--- src/hw/rtl/arrw_pkg.sv ---
`default_nettype none

package arrw_pkg;

    localparam int unsigned CONTEXT_BASE_REG = 28;

    localparam logic [31:0] IMM_MASK    = 32'h1F80_0000;
    localparam logic [31:0] IMM_MATCH   = 32'h1100_0000;
    localparam logic [31:0] SHIFT_MASK  = 32'h1F20_0000;
    localparam logic [31:0] SHIFT_MATCH = 32'h0B00_0000;

    localparam logic [4:0] SCRATCH_A = 5'd16;
    localparam logic [4:0] SCRATCH_B = 5'd17;
    localparam logic [4:0] ZERO_REG  = 5'd31;

    typedef enum logic [1:0] {
        KIND_LOAD   = 2'd0,
        KIND_EMIT   = 2'd1,
        KIND_STORE  = 2'd2,
        KIND_REJECT = 2'd3
    } op_kind_t;

    typedef struct packed {
        op_kind_t    kind;
        logic [4:0]  reg_num;
        logic [7:0]  ctx_offset;
        logic [31:0] emit_word;
    } micro_op_t;

    // Up to four micro-ops per instruction; last_idx marks the final one.
    typedef struct packed {
        micro_op_t [3:0] ops;
        logic [1:0]      last_idx;
    } op_seq_t;

    function automatic logic is_reserved(input logic [4:0] r);
        return (r == 5'd16) || (r == 5'd17) || (r == 5'd18) || (r == 5'd30) ||
               (r == 5'(CONTEXT_BASE_REG));
    endfunction

    function automatic logic [7:0] slot_offset(input logic [4:0] r);
        return {r, 3'b000};
    endfunction

endpackage

`default_nettype wire

--- src/hw/rtl/arrw_decode.sv ---
`default_nettype none

module arrw_decode
    import arrw_pkg::*;
(
    input  wire logic [31:0] word,
    output op_seq_t          seq
);

    logic [4:0] dst;
    logic [4:0] left;
    logic [4:0] right;
    logic       dst_res;
    logic       lr;
    logic       rr;
    logic [4:0] nl;
    logic [4:0] nr;
    logic [4:0] nd;
    logic       no_scratch;
    logic [1:0] pos;

    assign dst     = word[4:0];
    assign left    = word[9:5];
    assign right   = word[20:16];
    assign dst_res = (dst != ZERO_REG) && is_reserved(dst);
    assign lr      = is_reserved(left);
    assign rr      = is_reserved(right);

    always_comb
    begin
        seq        = '0;
        pos        = '0;
        nl         = lr ? SCRATCH_A : left;
        nr         = rr ? SCRATCH_B : right;
        nd         = dst;
        no_scratch = 1'b0;

        if ((word & SHIFT_MASK) == SHIFT_MATCH)
        begin
            // Destination reuses a matching source scratch, else a free one.
            if (dst_res)
            begin
                if (dst == left)
                    nd = nl;
                else if (dst == right)
                    nd = nr;
                else if (!lr)
                    nd = SCRATCH_A;
                else if (!rr)
                    nd = SCRATCH_B;
                else
                    no_scratch = 1'b1;
            end

            if (no_scratch)
            begin
                seq.ops[0].kind = KIND_REJECT;
            end
            else
            begin
                if (lr)
                begin
                    seq.ops[pos] = '{KIND_LOAD, SCRATCH_A, slot_offset(left), 32'd0};
                    pos          = pos + 2'd1;
                end
                if (rr)
                begin
                    seq.ops[pos] = '{KIND_LOAD, SCRATCH_B, slot_offset(right), 32'd0};
                    pos          = pos + 2'd1;
                end
                seq.ops[pos] = '{KIND_EMIT, 5'd0, 8'd0,
                                 {word[31:21], nr, word[15:10], nl, nd}};
                if (dst_res)
                begin
                    pos          = pos + 2'd1;
                    seq.ops[pos] = '{KIND_STORE, nd, slot_offset(dst), 32'd0};
                end
                seq.last_idx = pos;
            end
        end
        else if ((word & IMM_MASK) == IMM_MATCH)
        begin
            if (lr)
            begin
                seq.ops[pos] = '{KIND_LOAD, SCRATCH_A, slot_offset(left), 32'd0};
                pos          = pos + 2'd1;
            end
            seq.ops[pos] = '{KIND_EMIT, 5'd0, 8'd0,
                             {word[31:10], nl, (dst_res ? SCRATCH_B : dst)}};
            if (dst_res)
            begin
                pos          = pos + 2'd1;
                seq.ops[pos] = '{KIND_STORE, SCRATCH_B, slot_offset(dst), 32'd0};
            end
            seq.last_idx = pos;
        end
        else
        begin
            seq.ops[0].kind = KIND_REJECT;
        end
    end

endmodule

`default_nettype wire

--- src/hw/rtl/add_register_remap_rewriter.sv ---
`default_nettype none

// A transaction is accepted into the input register and decoded combinationally; its first
// result is then loaded into the output register. One input yields one to four results
//   (reject: 1); the output register issues one micro-op a cycle unless stalled and sets the pace.
// A new input is taken in the cycle its predecessor's last result is loaded.
// Reset (rst_n low, asynchronous) clears both valid flags and the sequence index.

module add_register_remap_rewriter
    import arrw_pkg::*;
(
    input  wire logic        clk,
    input  wire logic        rst_n,

    input  wire logic        in_valid,
    output logic             in_stall,
    input  wire logic [31:0] instr_word,

    output logic             out_valid,
    input  wire logic        out_stall,
    output logic [1:0]       op_kind,
    output logic [4:0]       reg_num,
    output logic [7:0]       ctx_offset,
    output logic [31:0]      emit_word,
    output logic             last
);

    logic        in_valid_reg;
    logic [31:0] word_reg;
    logic [1:0]  idx_reg;
    logic        out_valid_reg;
    micro_op_t   op_reg;
    logic        last_reg;

    op_seq_t     seq;
    logic        load_out;
    logic        seq_done;

    arrw_decode u_decode (
        .word (word_reg),
        .seq  (seq)
    );

    assign load_out = in_valid_reg && (!out_valid_reg || !out_stall);
    assign seq_done = load_out && (idx_reg == seq.last_idx);
    assign in_stall = in_valid_reg && !seq_done;

    always_ff @(posedge clk or negedge rst_n)
    begin
        if (!rst_n)
        begin
            in_valid_reg  <= 1'b0;
            idx_reg       <= '0;
            out_valid_reg <= 1'b0;
        end
        else
        begin
            if (!in_stall)
                in_valid_reg <= in_valid;

            if (seq_done)
                idx_reg <= '0;
            else if (load_out)
                idx_reg <= idx_reg + 2'd1;

            if (load_out)
                out_valid_reg <= 1'b1;
            else if (!out_stall)
                out_valid_reg <= 1'b0;
        end
    end

    always_ff @(posedge clk)
    begin
        if (!in_stall && in_valid)
            word_reg <= instr_word;
        if (load_out)
        begin
            op_reg   <= seq.ops[idx_reg];
            last_reg <= seq_done;
        end
    end

    assign out_valid  = out_valid_reg;
    assign op_kind    = op_reg.kind;
    assign reg_num    = op_reg.reg_num;
    assign ctx_offset = op_reg.ctx_offset;
    assign emit_word  = op_reg.emit_word;
    assign last       = last_reg;

    a_idx_in_range: assert property (@(posedge clk) disable iff (!rst_n)
        in_valid_reg |-> (idx_reg <= seq.last_idx))
        else $error("sequence index past last micro-op");

    a_idx_idle_zero: assert property (@(posedge clk) disable iff (!rst_n)
        !in_valid_reg |-> (idx_reg == 2'd0))
        else $error("sequence index not reset between transactions");

    a_reject_last: assert property (@(posedge clk) disable iff (!rst_n)
        (out_valid_reg && (op_reg.kind == KIND_REJECT)) |-> last_reg)
        else $error("reject result not marked last");

    a_word_only_on_emit: assert property (@(posedge clk) disable iff (!rst_n)
        (out_valid_reg && (op_reg.kind != KIND_EMIT)) |-> (op_reg.emit_word == 32'd0))
        else $error("nonzero word on non-emit result");

endmodule

`default_nettype wire

--- config.mk ---
export PLATFORM = sky130hd
export DESIGN_NAME = add_register_remap_rewriter
export DESIGN_NICKNAME = d
export VERILOG_FILES = /design/src/hw/rtl/arrw_pkg.sv /design/src/hw/rtl/arrw_decode.sv /design/src/hw/rtl/add_register_remap_rewriter.sv
export SDC_FILE = /design/constraint.sdc
export NUM_CORES = 1
export LEC_CHECK = 0
export BUFFER_PORTS_ARGS = -buffer_cell sky130_fd_sc_hd__buf_2
export CAP_MARGIN = 25
export CORE_MARGIN = 2
export CORE_UTILIZATION = 56
export CTS_CLUSTER_SIZE = 20
export DETAILED_ROUTE_END_ITERATION = 12
export GPL_ROUTABILITY_DRIVEN = 1
export PLACE_DENSITY = 0.81
export SLEW_MARGIN = 30
export SYNTH_ARGS = -nofsm -noshare
export SYNTH_HDL_FRONTEND = slang
export SYNTH_SLANG_ARGS = --single-unit
--- constraint.sdc ---
create_clock -name clk -period 4.7 [get_ports clk]
set_input_delay 0.47 -clock clk [delete_from_list [all_inputs] [get_ports clk]]
set_output_delay 0.47 -clock clk [all_outputs]
set_load 0.01 [all_outputs]
==> flow_summary.yaml <==
outcome:
  outcome: "finished clean"
die:
  floorplan.die_area_sq_mm: 0.00870
  floorplan.io_pins: 86
  die_y_um: 93.3
  core_area_sq_mm: 0.00773
  die-width_um: 93.3
  rows: 32
  start_util: 0.577
timing:
  maxClockFrequency_ghz: 0.240
  worstMarginPinSlew_ns: 0.960
  skew_ns: 0.0219
  report.final.slew_viol_count: 0
  layout_setup_ws_ns: 0.529
  grt_setup_unrepaired: "false"
  fin_hold_ws_ns: 0.275
  min_period_over_period: 0.887
  finalCriticalPeriod_ns: 4.17
  setup_viol: 0
  finalSetupTns_ns: 0
  slew_headroom: 0.360
  final_hold_viol_count: 0
layout:
  post_route_cells_drive_above_1_share: 0.248
  final_cell_mix: "82 x buf_2, 77 x edfxtp_1, 44 x nand2_1"
  nFillCells: 625
  layout.cells.most_common: "buf_2"
  n_antenna_cell: 0
  area_delta_synth_final_pct: 14.4
  multi_input_comb_area_sq_mm: 0.00186
  final-seq-area_sq_mm: 0.00241
  design.final.nets: 511
power:
  seq_power_share: 0.438
  fin_total_pwr_mw: 2.99
  power.clock.fraction: 0.199
  cellPowerDensity_mw_per_mm2: 586
  power_frac_comb: 0.364
  p_sw_mw: 1.18
  power_internal_mw: 1.82
  p_leak_nw: 1.91
  vdd_ir_drop_max_mv: 0.327
  swShare: 0.393
drt:
  drt_drc_violations_left: 0
  initialDrtViolationCount: 437
  postRouteAntennaNets: 0
  drt_wl_total_um: 11100
  wl_per_cell_um: 19.3
  drt_pre_antenna_iters: 5
  viasPerCell: 6.19
  vias: 3551
placed_design:
  gp_routability_congestion: 0.978
  detailedPlacementHpwl_um: 7810
  placement.io_buffers: 82
  preCtsSetupSlack_ns: 1.00
min_path:
  whs_path_depth: 1
  min-delay-start: "instr_word[28]"
  min-delay-path-class: "in -> reg"
  worstHoldEndpoint: "word_reg[28]$_DFFE_PP_"
synthesis:
  netlist_instances: 398
  synthesis.yosys.warnings: 0
  syn_area_per_cell_sq_um: 11.2
  yosysUniqueCellTypes: 74
  synth-edff-count: 77
  synth-async-reset-ratio: 0.0494
  ys_seq_elements: 81
  dominantRegCellSynth: "edfxtp_1"
  post_synth_design_cell_area_sq_mm: 0.00446
  ys_seq_area_frac: 0.541
clocking:
  clk_latency_ns: 0.37
  cts.htree.levels: 3
  tritoncts: "yes"
  path_clk_slew_ns: 0.09
  tritoncts.num_buffers: 9
  clockBufferDepth: 2
  cts-root-buf: "clkbuf_8"
  clock-sinks: 81
  post_cts_setup_repair_bufs: 0
setup_path:
  cpLargestDelayFamily: "compound AO/OA/AOI/OAI gates"
  crit_chain: "xnor2_1 > a21o_1 > and2_1 > inv_1 > ha_1 > and2_1 > a21boi_1 > nor3_1 > o21ai_0 > a21oi_1 > o31a_2 > a21boi_0 > buf_2"
  timing.critical_path.fanout_max: 12
  worstSetupStartpointType: "register"
  critical_path_depth: 13
  worstReg2RegStart: "word_reg[19]$_DFFE_PP_"
  worst_ep_arrival_time_ns: 3.70
  cp_slowest_cell: "edfxtp_1"
  criticalPathCategory: "reg -> out"
  worst_r2r_path_depth: 13
  path_common_cell: "and2_1"
  critPathBufInv: 2
  setup.worst_path.end_class: "primary output"
  crit_required_ns: 4.23
  delay_contributed_by_the_slowest_stage_of_the_critical_path_ns: 0.55
  crit_reg_reg_endpoint: "word_reg[3]$_DFFE_PP_"
  reg2reg_setup_slack_ns: 0.91
global_routing:
  grt_max_degree: 52
  grt_antenna_before_repair: 0
  grt.total_usage: 0.263
  grt_pass1_wl_um: 17300
  first_global_vias: 3343
  gr-total-overflow: 0
job:
  cap_violations: 0
==> kinds of logic (layout without fill, tap and decap cells) <==
family          Yosys count  in the layout  synth area share
compound gates          112            112             0.191
xor+xnor                 14             14            0.0275
fa+ha+maj                 8              8            0.0224
buf+inv                  40            111            0.0454
flops                    81             81             0.541
mux                       3              3           0.00701
other cells               1              4          0.000840
simple gates            139            139             0.165
==> layout make-up <==
class / count / area share
Tap cell: 102 / 0.0250
Clock inverter: 7 / 0.0216
Sequential cell: 81 / 0.473
Inverter: 11 / 0.00809
Multi-Input combinational cell: 280 / 0.365
Timing Repair Buffer: 84 / 0.0838
Clock buffer: 9 / 0.0243
==> cell usage after synthesis, types with 3 or more instances <==
cell / number / area, sq um
a211oi_1: 4 / 30.0
a21boi_1: 4 / 30.0
a21o_1: 3 / 22.5
a21oi_1: 18 / 90.1
a221oi_1: 8 / 70.1
a31oi_1: 8 / 50.1
and2_1: 24 / 150
buf_2: 8 / 40.0
buf_4: 5 / 37.5
buf_6: 3 / 33.8
clkbuf_1: 11 / 41.3
dfrtp_1: 4 / 100
edfxtp_1: 77 / 2310
ha_1: 8 / 100
inv_1: 8 / 30.0
nand2_1: 44 / 165
nand2b_1: 4 / 25.0
nand3_1: 11 / 55.1
nand4_1: 4 / 25.0
nor2_1: 20 / 75.1
nor2b_1: 3 / 18.8
nor3_1: 10 / 50.1
o2111a_1: 3 / 33.8
o2111ai_1: 3 / 26.3
o21a_1: 4 / 30.0
o21ai_0: 18 / 90.1
o21ai_1: 3 / 15.0
o31ai_1: 4 / 30.0
o32ai_1: 5 / 43.8
xnor2_1: 10 / 87.6
xor2_1: 4 / 35.0
==> routing by layer <==
metal / vias to the layer above / wire length, um / GRT usage
li1: 1644 / - / -
met1: 1656 / 4720 / 0.368
met2: 206 / 4980 / 0.388
met3: 45 / 946 / 0.0749
met4: 0 / 425 / 0.109
met5: - / 0 / 0
==> per-stage QoR <==
stage	std cells	util	cell area, sq um
6_report	574	0.660	5100
5_1_grt	574	0.660	5100
4_1_cts	574	0.660	5100
3_5_place_dp	557	0.629	4860
3_3_place_gp	557	0.629	4860
2_1_floorplan	401	-	4470
==> how the worst max path moves through the flow <==
stage	startpoint	slack (ns)	to
2_1_floorplan	word_reg[19]$_DFFE_PP_	0.97	word_reg[0]$_DFFE_PP_
3_3_place_gp	word_reg[8]$_DFFE_PP_	1.02	ctx_offset[5]$_DFFE_PP_
3_5_place_dp	word_reg[19]$_DFFE_PP_	1.00	in_stall
4_1_cts	word_reg[19]$_DFFE_PP_	0.59	in_stall
5_1_grt	word_reg[19]$_DFFE_PP_	0.28	in_stall
6_report	word_reg[19]$_DFFE_PP_	0.53	in_stall
==> worst register-to-register path, cell delays in order (launching register included) <==
cell and delay (ns):
edfxtp_1 0.55, xnor2_1 0.23, a21o_1 0.21, and2_1 0.21, inv_1 0.32, ha_1 0.21
and2_1 0.13, a21boi_1 0.54, nor3_1 0.10, o21ai_0 0.10, a21oi_1 0.09, o31a_2 0.35
a31o_1 0.23, buf_4 0.25
==> power by group through the flow <==
stage | Combinational (mW) | Sequential, mW | Clock [mW]
finish | 1.09 | 1.31 | 0.594
global route | 1.19 | 1.34 | 0.632
detailed placement | 1.07 | 1.32 | 0
global placement | 1.06 | 1.31 | 0
CTS | 1.08 | 1.30 | 0.600
floorplan | 0.744 | 1.30 | 0
==> timing repair <==
action / 4_1_cts / 5_1_grt
resized for setup: 0 / 0
hold endpoints to repair: 4 / 0
hold buffers: 1 / 0
No activity file was read; power rests on OpenSTA's default activity.
